File: src/sv/length_prefixed_deframer_top_macros.svh
// Assertion macros for the length-prefixed deframer.
`ifndef LENGTH_PREFIXED_DEFRAMER_TOP_MACROS_SVH
`define LENGTH_PREFIXED_DEFRAMER_TOP_MACROS_SVH

// Same-cycle implication, checked out of reset.
`define LPD_ASSERT_NOW(lbl, clk, rstn, ante, cons, msg) \
    lbl: assert property (@(posedge clk) disable iff (!(rstn)) (ante) |-> (cons)) \
        else $error(msg);

// Next-cycle implication, checked out of reset.
`define LPD_ASSERT_NEXT(lbl, clk, rstn, ante, cons, msg) \
    lbl: assert property (@(posedge clk) disable iff (!(rstn)) (ante) |=> (cons)) \
        else $error(msg);

`endif

File: src/sv/lpd_pkg.sv
// Types and constants shared by the length-prefixed deframer modules.
package lpd_pkg;

    localparam int LEN_W  = 16;
    localparam int ACC_W  = LEN_W + 1;
    localparam int BYTE_W = 8;
    localparam int OUT_TDATA_W = 32;

    localparam logic [ACC_W-1:0]  ACC_SAT       = 17'h10000;
    localparam logic [LEN_W-1:0]  MAX_LEN_RESET = 16'd1023;
    localparam logic [BYTE_W-1:0] CHAR_COLON    = 8'h3A;
    localparam logic [BYTE_W-1:0] CHAR_ZERO     = 8'h30;
    localparam logic [BYTE_W-1:0] CHAR_NINE     = 8'h39;

    typedef enum logic [1:0] {
        PH_PREFIX  = 2'd0,
        PH_PAYLOAD = 2'd1,
        PH_DONE    = 2'd2
    } lpd_phase_t;

    typedef enum logic [2:0] {
        ST_DIGIT   = 3'd0,
        ST_HEADER  = 3'd1,
        ST_PAYLOAD = 3'd2,
        ST_ERROR   = 3'd3,
        ST_IGNORED = 3'd4,
        ST_CLOSED  = 3'd5
    } lpd_status_t;

    typedef enum logic [2:0] {
        ERR_NONE         = 3'd0,
        ERR_NON_DIGIT    = 3'd1,
        ERR_TOO_MANY     = 3'd2,
        ERR_EMPTY        = 3'd3,
        ERR_TOO_LARGE    = 3'd4,
        ERR_CLOSED_EARLY = 3'd5
    } lpd_error_t;

    // One input item
    typedef struct packed {
        logic [BYTE_W-1:0] in_byte;
        logic              stream_closed;
    } lpd_item_t;

    // One result item
    typedef struct packed {
        lpd_status_t       status;
        logic [BYTE_W-1:0] data_byte;
        logic              last_byte;
        logic [LEN_W-1:0]  payload_length;
        lpd_error_t        error_code;
    } lpd_result_t;

    // Handoff between the input stage and the parser
    typedef struct packed {
        logic valid;
        logic take;
    } lpd_hs_t;

endpackage

File: src/sv/lpd_in_stage.sv
// Input register stage: holds one accepted item until the parser takes it.
module lpd_in_stage (
    input  logic              aclk,
    input  logic              aresetn,
    input  logic              s_tvalid,
    output logic              s_tready,
    input  lpd_pkg::lpd_item_t s_item,
    input  logic              take,
    output logic              item_valid,
    output lpd_pkg::lpd_item_t item
);
    import lpd_pkg::*;

    logic      valid_reg;
    logic      valid_next;
    lpd_item_t item_reg;

    // Free slot, or the held item leaves this cycle
    assign s_tready   = !valid_reg || take;
    assign item_valid = valid_reg;
    assign item       = item_reg;

    always_comb begin
        valid_next = valid_reg;
        if (s_tvalid && s_tready) begin
            valid_next = 1'b1;
        end else if (take) begin
            valid_next = 1'b0;
        end
    end

    always_ff @(posedge aclk) begin
        if (!aresetn) begin
            valid_reg <= 1'b0;
        end else begin
            valid_reg <= valid_next;
        end
    end

    // Payload register, no reset
    always_ff @(posedge aclk) begin
        if (s_tvalid && s_tready) begin
            item_reg <= s_item;
        end
    end

endmodule

File: src/sv/lpd_parse.sv
// Parser: frame state, per-byte step logic and the result register.
module lpd_parse #(
    parameter int MAX_DIGITS = 15,
    parameter int DIGIT_W    = 4
) (
    input  logic                     aclk,
    input  logic                     aresetn,
    input  logic                     cfg_we,
    input  logic [lpd_pkg::LEN_W-1:0] cfg_wdata,
    input  lpd_pkg::lpd_hs_t         in_hs,
    input  lpd_pkg::lpd_item_t       item,
    output logic                     take,
    output logic                     m_valid,
    input  logic                     m_ready,
    output lpd_pkg::lpd_result_t     m_result
);
    import lpd_pkg::*;

    lpd_phase_t         phase_reg, phase_next;
    logic [DIGIT_W-1:0] dcount_reg, dcount_next;
    logic [ACC_W-1:0]   acc_reg, acc_next;
    logic [LEN_W-1:0]   remain_reg, remain_next;
    logic [LEN_W-1:0]   max_len_reg;
    logic               out_valid_reg, out_valid_next;
    lpd_result_t        res_reg, res_next;

    logic [ACC_W+2:0]   acc_sum;
    logic [BYTE_W-1:0]  digit;
    logic [LEN_W-1:0]   remain_dec;
    logic               is_digit;
    logic               mid_frame;
    logic               fire;

    // Item moves into the result register when that register is free or its result is taken
    assign fire    = in_hs.valid && (!out_valid_reg || m_ready);
    assign take    = fire;
    assign m_valid = out_valid_reg;
    assign m_result = res_reg;

    // Decimal accumulate: acc*10 + digit, acc*10 as two shifts
    assign digit    = item.in_byte - CHAR_ZERO;
    assign is_digit = (item.in_byte >= CHAR_ZERO) && (item.in_byte <= CHAR_NINE);
    assign acc_sum  = {acc_reg, 3'b000} + {2'b00, acc_reg, 1'b0}
                    + {{(ACC_W+3-BYTE_W){1'b0}}, digit};
    assign remain_dec = (remain_reg != '0) ? remain_reg - 1'b1 : remain_reg;
    assign mid_frame  = ((phase_reg == PH_PREFIX) && (dcount_reg != '0))
                      || (phase_reg == PH_PAYLOAD);

    // Step logic for one item
    always_comb begin
        phase_next  = phase_reg;
        dcount_next = dcount_reg;
        acc_next    = acc_reg;
        remain_next = remain_reg;
        res_next.status         = ST_IGNORED;
        res_next.data_byte      = '0;
        res_next.last_byte      = 1'b0;
        res_next.payload_length = '0;
        res_next.error_code     = ERR_NONE;

        if (item.stream_closed) begin
            phase_next  = PH_PREFIX;
            dcount_next = '0;
            acc_next    = '0;
            remain_next = '0;
            if (mid_frame) begin
                res_next.status     = ST_ERROR;
                res_next.error_code = ERR_CLOSED_EARLY;
            end else begin
                res_next.status = ST_CLOSED;
            end
        end else begin
            case (phase_reg)
                PH_PREFIX: begin
                    if (item.in_byte == CHAR_COLON) begin
                        if (dcount_reg == '0) begin
                            phase_next          = PH_DONE;
                            res_next.status     = ST_ERROR;
                            res_next.error_code = ERR_EMPTY;
                        end else if (acc_reg > {1'b0, max_len_reg}) begin
                            phase_next          = PH_DONE;
                            res_next.status     = ST_ERROR;
                            res_next.error_code = ERR_TOO_LARGE;
                        end else if (acc_reg == '0) begin
                            phase_next         = PH_DONE;
                            res_next.status    = ST_HEADER;
                            res_next.last_byte = 1'b1;
                        end else begin
                            phase_next              = PH_PAYLOAD;
                            remain_next             = acc_reg[LEN_W-1:0];
                            res_next.status         = ST_HEADER;
                            res_next.payload_length = acc_reg[LEN_W-1:0];
                        end
                    end else if (!is_digit) begin
                        phase_next          = PH_DONE;
                        res_next.status     = ST_ERROR;
                        res_next.error_code = ERR_NON_DIGIT;
                    end else if (dcount_reg >= DIGIT_W'(MAX_DIGITS)) begin
                        phase_next          = PH_DONE;
                        res_next.status     = ST_ERROR;
                        res_next.error_code = ERR_TOO_MANY;
                    end else begin
                        // Saturate so overflow reads as too large
                        if (acc_reg[ACC_W-1] || (acc_sum > {3'b000, ACC_SAT})) begin
                            acc_next = ACC_SAT;
                        end else begin
                            acc_next = acc_sum[ACC_W-1:0];
                        end
                        dcount_next     = dcount_reg + 1'b1;
                        res_next.status = ST_DIGIT;
                    end
                end
                PH_PAYLOAD: begin
                    remain_next        = remain_dec;
                    res_next.status    = ST_PAYLOAD;
                    res_next.data_byte = item.in_byte;
                    if (remain_dec == '0) begin
                        phase_next         = PH_DONE;
                        res_next.last_byte = 1'b1;
                    end
                end
                default: begin
                    res_next.status = ST_IGNORED;
                end
            endcase
        end
    end

    // Result valid flag
    always_comb begin
        out_valid_next = out_valid_reg;
        if (fire) begin
            out_valid_next = 1'b1;
        end else if (m_ready) begin
            out_valid_next = 1'b0;
        end
    end

    // Frame state and config register
    always_ff @(posedge aclk) begin
        if (!aresetn) begin
            phase_reg     <= PH_PREFIX;
            dcount_reg    <= '0;
            acc_reg       <= '0;
            remain_reg    <= '0;
            max_len_reg   <= MAX_LEN_RESET;
            out_valid_reg <= 1'b0;
        end else begin
            out_valid_reg <= out_valid_next;
            if (cfg_we) begin
                max_len_reg <= cfg_wdata;
            end
            if (fire) begin
                phase_reg  <= phase_next;
                dcount_reg <= dcount_next;
                acc_reg    <= acc_next;
                remain_reg <= remain_next;
            end
        end
    end

    // Result payload register
    always_ff @(posedge aclk) begin
        if (fire) begin
            res_reg <= res_next;
        end
    end

endmodule

File: src/sv/length_prefixed_deframer_top.sv
// Top level of the decimal length-prefixed deframer.
//
//   channel   direction  tdata (low bit up)                         tuser / tlast
//   s_        in         in_byte[7:0]                               stream_closed / -
//   m_        out        data_byte[7:0], payload_length[23:8],      status[2:0] /
//                        error_code[26:24], zero[31:27]             last_byte
//   cfg_      in         max_payload_len on cfg_wdata, cfg_we      -
//
// One byte per cycle sustained while m_tready stays high; a result is registered after
// its input transfer (input register, then step logic into the result register).
// Synchronous active-low reset: prefix phase, counters zero, max_payload_len 1023.
// With m_tready low the result holds; one more item waits in the input register,
// then s_tready drops.
`include "length_prefixed_deframer_top_macros.svh"

module length_prefixed_deframer_top #(
    parameter int MAX_DIGITS = 15
) (
    input  logic                            aclk,
    input  logic                            aresetn,
    // config
    input  logic                            cfg_we,
    input  logic [lpd_pkg::LEN_W-1:0]       cfg_wdata,
    // input stream
    input  logic                            s_tvalid,
    output logic                            s_tready,
    input  logic [lpd_pkg::BYTE_W-1:0]      s_tdata,   // in_byte
    input  logic                            s_tuser,   // stream_closed
    // result stream
    output logic                            m_tvalid,
    input  logic                            m_tready,
    output logic [lpd_pkg::OUT_TDATA_W-1:0] m_tdata,   // data_byte, payload_length, error_code
    output logic [2:0]                      m_tuser,   // status
    output logic                            m_tlast    // last_byte
);
    import lpd_pkg::*;

    localparam int DIGIT_W = $clog2(MAX_DIGITS + 1);

    lpd_item_t   s_item;
    lpd_item_t   item;
    lpd_hs_t     in_hs;
    logic        item_valid;
    logic        take;
    lpd_result_t result;

    assign s_item.in_byte       = s_tdata;
    assign s_item.stream_closed = s_tuser;
    assign in_hs.valid          = item_valid;
    assign in_hs.take           = take;

    lpd_in_stage u_in_stage (
        .aclk       (aclk),
        .aresetn    (aresetn),
        .s_tvalid   (s_tvalid),
        .s_tready   (s_tready),
        .s_item     (s_item),
        .take       (in_hs.take),
        .item_valid (item_valid),
        .item       (item)
    );

    lpd_parse #(
        .MAX_DIGITS (MAX_DIGITS),
        .DIGIT_W    (DIGIT_W)
    ) u_parse (
        .aclk      (aclk),
        .aresetn   (aresetn),
        .cfg_we    (cfg_we),
        .cfg_wdata (cfg_wdata),
        .in_hs     (in_hs),
        .item      (item),
        .take      (take),
        .m_valid   (m_tvalid),
        .m_ready   (m_tready),
        .m_result  (result)
    );

    // Pack result fields
    assign m_tuser = result.status;
    assign m_tlast = result.last_byte;
    assign m_tdata = {{(OUT_TDATA_W - BYTE_W - LEN_W - 3){1'b0}},
                      result.error_code, result.payload_length, result.data_byte};

    // Checks
    `LPD_ASSERT_NOW(a_data_only_payload, aclk, aresetn, m_tvalid && (m_tuser != ST_PAYLOAD), m_tdata[7:0] == 8'd0, "data byte set outside payload")
    `LPD_ASSERT_NOW(a_err_only_error, aclk, aresetn, m_tvalid && (m_tuser != ST_ERROR), m_tdata[26:24] == 3'd0, "error code set without error status")
    `LPD_ASSERT_NOW(a_last_kind, aclk, aresetn, m_tvalid && m_tlast, (m_tuser == ST_PAYLOAD) || (m_tuser == ST_HEADER), "last marked on wrong status")
    `LPD_ASSERT_NOW(a_header_len, aclk, aresetn, m_tvalid && (m_tuser == ST_HEADER) && !m_tlast, m_tdata[23:8] != 16'd0, "open header with zero length")
    `LPD_ASSERT_NEXT(a_stall_slot, aclk, aresetn, item_valid && m_tvalid && !m_tready, item_valid, "held input item lost during stall")

endmodule
File: config.mk
export PLATFORM = sky130hd
export DESIGN_NAME = length_prefixed_deframer_top
export DESIGN_NICKNAME = d
export VERILOG_FILES = /design/src/sv/lpd_pkg.sv /design/src/sv/lpd_in_stage.sv /design/src/sv/lpd_parse.sv /design/src/sv/length_prefixed_deframer_top.sv
export VERILOG_INCLUDE_DIRS = /design/src /design/src/sv
export SDC_FILE = /design/constraint.sdc
export NUM_CORES = 1
export LEC_CHECK = 0
export ABC_AREA = 1
export BUFFER_PORTS_ARGS = -buffer_cell sky130_fd_sc_hd__buf_2
export CORE_MARGIN = 2
export CORE_UTILIZATION = 45
export CTS_CLUSTER_SIZE = 28
export DETAILED_ROUTE_END_ITERATION = 6
export GPL_ROUTABILITY_DRIVEN = 1
export PLACE_DENSITY_LB_ADDON = 0.05
export RECOVER_POWER = 25
export SKIP_CTS_REPAIR_TIMING = 1
export SKIP_LAST_GASP = 1
export SYNTH_ARGS = -nofsm -noshare
export SYNTH_HDL_FRONTEND = slang
export SYNTH_HIERARCHICAL = 1
export SYNTH_SLANG_ARGS = --single-unit
File: constraint.sdc
create_clock -name aclk -period 3.13 [get_ports aclk]
set_clock_uncertainty 0.05 [all_clocks]
set_input_delay 0.1565 -clock aclk [delete_from_list [all_inputs] [get_ports aclk]]
set_output_delay 0.1565 -clock aclk [all_outputs]
set_load 0.01 [all_outputs]
; Word-level counts from Yosys, hierarchy flattened
; Cells that the tools add are included.
[word_totals]
ff_bits = 97
output_inout_bits = 38
wordCells = 117
[op_classes]
addsub = 5
magnitude_cmp = 5
eq_ne = 10
muxes = 54
bitwise_logic = 3
reduce_logical = 26
[op_table]
columns = operator, count
row1 = $mux 17, 9
row2 = $mux 16, 7
row3 = $mux 3, 12
row4 = $pmux 16 s2, 1
row5 = $mux 2, 11
row6 = $add 20x18->20, 1
row7 = $add 20x8->20, 1
row8 = $gt 20x17->1 const B, 1
row9 = $mux 4, 5
row10 = $gt 17x16->1, 1
row11 = $logic_not 17->1, 1
row12 = $logic_not 16->1, 1
row13 = $reduce_bool 16->1, 1
row14 = $sub 16x1->16 const B, 1
row15 = $ne 3x3->1 const B, 5
row16 = $eq 8x6->1 const B, 1
row17 = $ge 8x6->1 const B, 1
row18 = $le 8x6->1 const B, 1
row19 = $reduce_bool 2->1, 4
row20 = $sub 8x6->8 const B, 1
row21 = $mux 1, 6
row22 = $pmux 3 s2, 1
row23 = $reduce_and 6->1, 1
row24 = $reduce_or 6->1, 1
row25 = 18 further kinds, 28

; Depth between registers and ports, before layout
[depth]
word_depth = 10
ltp_mapped = 19
ltp_nobuf = 18

; Hierarchy
; Netlist, hierarchy kept.
[modules_own_cells]
columns = mod, instances, cells_each, area_each_um2, seq_area_each_um2
row1 = lpd_parse, 1, 914, 6351.1, 2052.0
row2 = lpd_in_stage, 1, 16, 321.6, 290.3
row3 = length_prefixed_deframer_top, 1, 6, 41.3, 0.0

; Worst setup path before layout
; No wires, ideal clock.
[synth_timing]
path_type = reg-to-reg
from = register u_in_stage.item_reg, in the netlist u_in_stage/item[5]
to = register u_parse.acc_reg[8]
setup_time_ns = 0.069
t_arrival_ns = 2.746
required_ns = 3.011
setup_slack_ns = 0.265
path_stages_with_launch = 19
synth_period_minus_slack_ns = 2.865
cell_sequence = edfxtp_1 ha_1 xnor2_1 fa_1 ha_1 nand2_1 nand2_1 a21oi_1 nand2_1 nand2_1 nand2_1 nor2_1 nand3_1 nor2_1 nand2_1 nand2_2 buf_8 nand3_2 a21oi_2
[synth_between]
elab_chain_cells = 10
[synth_lines]
columns = item, line_no
row1 = from (decl), lpd_in_stage.sv:16  ; lpd_item_t item_reg;
row2 = from (signal assigned), lpd_in_stage.sv:43  ; item_reg <= s_item;
row3 = $sub 8x6->8, lpd_parse.sv:41  ; assign digit = item.in_byte - CHAR_ZERO;
row4 = $add 20x8->20, lpd_parse.sv:44  ; + {{(ACC_W+3-BYTE_W){1'b0}}, digit};
row5 = $gt 20x17->1, lpd_parse.sv:104  ; if (acc_reg[ACC_W-1] || (acc_sum > {3'b000, ACC_SAT})) begin
row6 = $logic_or 1x1->1, lpd_parse.sv:104
row7 = $mux 17, lpd_parse.sv:104
row8 = $mux 17, lpd_parse.sv:98  ; end else if (dcount_reg >= DIGIT_W'(MAX_DIGITS)) begin
row9 = $mux 17, lpd_parse.sv:94  ; end else if (!is_digit) begin
row10 = $mux 17, lpd_parse.sv:75  ; if (item.in_byte == CHAR_COLON) begin
row11 = $mux 17, lpd_parse.sv:73  ; case (phase_reg)
row12 = $mux 17, lpd_parse.sv:61  ; if (item.stream_closed) begin
row13 = to (signal assigned), lpd_parse.sv:156  ; acc_reg <= acc_next;
row14 = to (decl), lpd_parse.sv:21  ; logic [ACC_W-1:0] acc_reg, acc_next;
; Several ways; a longest one is shown, not always the timed one. The select of a mux whose other input is x is not followed.
; A chain may end at the register's enable or synchronous reset.

; Worst setup path after layout
[layout_timing]
from = register u_in_stage.item_reg, in the netlist u_in_stage/item[6]
to = register u_parse.acc_reg[2]
; The elaborated chain is that of the path after synthesis.

==> flow_summary.rst <==
.. list-table::
   :header-rows: 1

   * - Metric
     - Value
   * - Outcome
     - complete, but fails checks
   * - Failing checks
     - hold timing
   * - Endpoint type of the worst setup path
     - flip-flop
   * - Share of the yosys chip area belonging to registers
     - 0.349
   * - Yosys Warn Count
     - 6
   * - Number of unique standard cell types used by synthesis
     - 43
   * - Commonest cells post-synth
     - nand2_1, inv_1, nor2_1
   * - CP Class
     - reg2reg
   * - Core footprint
     - 14500 µm²
   * - TritonCTS clock tree
     - yes
   * - Insertion delay to the later sink of the worst-skew pair
     - 0.35 ns
   * - Cell count of the worst hold path
     - 3
   * - Die Footprint
     - 15900 µm²
   * - Number of maximum-capacitance constraint violations
     - 0
   * - Count of clock tree sinks
     - 97
   * - Initial Utilization
     - 0.462
   * - Leak
     - 0.00376 µW
   * - Drt initial violations
     - 533
   * - Reg2Reg Depth
     - 17
   * - Final setup violating endpoints
     - 0
   * - Post-place instance area
     - 7370 µm²
   * - Dominant synthesized flop cell
     - dfxtp_1
   * - Max-slew headroom at the worst pin
     - 0.529
   * - Post-Route Setup TNS
     - 0 ns
   * - Power per standard cell area
     - 384 nW/µm²
   * - Post-layout minimum cycle time
     - 3.06 ns
   * - Number of iterations in the first detailed-routing pass
     - 5
   * - Row count
     - 44
   * - Sort of element at the start of the critical path
     - flip-flop
   * - Startpoint of the most critical hold path
     - cfg_wdata[9]
   * - Area share of the largest cell type after synthesis
     - 0.179
   * - Post-Syn Area
     - 6710 µm²
   * - Via count of the first global-routing pass
     - 5843
   * - Drt wl/cell
     - 15.0 µm
   * - RSZ-0062 raised after global routing
     - yes
   * - Number of flip-flops under the largest register name
     - 31
   * - Leftover overflow at the end of global routing
     - 0
   * - Via count
     - 6342
   * - Worst hold slack
     - -0.0304 ns
   * - Register bit total from synthesis
     - 97
   * - Cts bufs inserted
     - 9
   * - Antenna diode count
     - 0
   * - Synthesized area per cell
     - 7.17 µm²
   * - IO Pins
     - 68
   * - Detail Route Antenna Nets
     - 0
   * - Final Hold Violating Endpoints
     - 4
   * - Area growth from synthesis to final layout
     - 20.5%
   * - Peak VDD IR
     - 226 µV
   * - Setup WS pre-CTS
     - 0.0217 ns
   * - CTS root buf
     - clkbuf_16
   * - Final net count
     - 1127
   * - Measured slew at the worst slew-check pin
     - 0.706 ns
   * - Post-detailed-route via-to-cell ratio
     - 5.16
   * - Portion of the clock cycle consumed by the worst path in the final layout
     - 0.976
   * - Initial antenna violation count
     - 0
   * - Number of enable flip-flop cells after synthesis
     - 40
   * - Die H
     - 126 µm
   * - GP Congestion
     - 0.881
   * - Largest cells by area after synthesis
     - edfxtp_1, dfxtp_1, nand2_1, ha_1, inv_1
   * - Wire length of the first global-routing pass
     - 29300 µm
   * - Maximum number of pins on one net before global-route repair
     - 33
   * - Cells after Synth
     - 936
   * - Critical path data arrival time
     - 3.29 ns
   * - Post-route cell area
     - 8090 µm²
   * - Overall routed net length
     - 18500 µm
   * - Port Buffer Count
     - 62
   * - Maximum clock insertion buffer count
     - 2
   * - Launching element of the worst setup path
     - u_in_stage/item[6]
   * - Maximum fanout encountered on the critical timing path
     - 5
   * - Library cell with the largest summed area after synthesis
     - edfxtp_1
   * - Async set-reset flop share out of synthesis
     - 0
   * - # DRC
     - 0
   * - Number of pins with negative max-slew slack in the final report
     - 0
   * - Detailed Place HPWL
     - 13700 µm
   * - Data required time at the worst endpoint
     - 3.36 ns
   * - Post-route setup slack
     - 0.0742 ns
   * - Path class of the lowest-slack min-delay path
     - in2reg
   * - Width of the die
     - 126 µm
   * - Fraction of layout cells with a size suffix above 1
     - 0.189
   * - Clock edge transition at the registers on the reported setup and hold paths
     - 0.06 ns
   * - Most instantiated library cell after synthesis
     - nand2_1
   * - GR Util All Layers
     - 0.229
   * - Launch instance of the worst register-to-register path
     - u_in_stage/item[6]
   * - H-tree level count
     - 3
   * - Fmax
     - 327 MHz
per-stage QoR:
stage	utilization	total power, µW	cells
5_1_grt	0.557	3270	1230
3_3_place_gp	0.507	2050	1192
3_5_place_dp	0.507	2050	1192
4_1_cts	0.525	3080	1208
6_report	0.557	3110	1230
2_1_floorplan	-	1890	940
worst paths after layout:
path                                   to  slack [ns]
setup / recovery       u_parse/acc_reg[2]        0.07
hold / removal     u_parse/max_len_reg[9]       -0.03
setup reg to reg       u_parse/acc_reg[2]        0.07
hold reg to reg   u_parse/max_len_reg[14]        0.41
area by class of cell:
class                           count  area [µm²]
Fill cell                        1478        6440
Multi-Input combinational cell    671        3930
Sequential cell                    97        2340
Timing Repair Buffer              117         777
Inverter                          145         547
Clock buffer                       11         233
Tap cell                          184         230
Clock inverter                      5        31.3
metal layers:
metal | vias up | wire length [µm] | GRT usage
li1 | 3266 | - | -
met3 | 23 | 850 | 0.0327
met2 | 157 | 8230 | 0.362
met4 | 0 | 265 | 0.0608
met5 | - | 0 | 0
met1 | 2896 | 9160 | 0.330
report_power, final:
group          switching, µW  leakage [µW]  internal [µW]
registers               34.3      0.000853           1380
clock network            490      0.000127            538
logic                    435       0.00278            233
total                    959       0.00376           2150
worst max-delay path: stages, from the launching register on:
cell	delay [ns]
edfxtp_1	0.43
ha_2	0.24
xnor2_2	0.14
fa_1	0.52
ha_4	0.33
nand2_2	0.08
nor2_2	0.13
nand2_1	0.08
nand4_1	0.09
nand2_1	0.07
nor2_1	0.11
nand3_1	0.08
nor2_1	0.10
nand2_1	0.07
nand2_2	0.10
buf_6	0.15
nand3_2	0.08
a21oi_1	0.14
kinds of logic after synthesis:
kind of cell,Yosys count,share of synthesized area
simple gates,445,0.297
xor+xnor,5,0.00652
compound gates,160,0.131
other cells,1,0.000559
buf+inv,172,0.105
flops,97,0.349
fa+ha+maj,56,0.111
cell usage in the layout, fill, tap and decap left out, drive strengths merged:
master and n:
o21bai 4, clkinvlp 1, nand3 76, dfxtp 57
a21o 1, and3 1, nand2 224, conb 5
fa 6, nor3 10, dlygate4sd3 15, o2111ai 1
o31ai 2, clkbuf 32, nand3b 1, clkinv 5
buf 81, nand4 16, o21ai 54, ha 50
a21oi 93, nor2 112, a211oi 4, xor2 2
edfxtp 40, and2 1, o211ai 1, nor4 3
nor4b 1, inv 144, xnor2 3
Note: power is estimated with default switching activity, not from simulation.
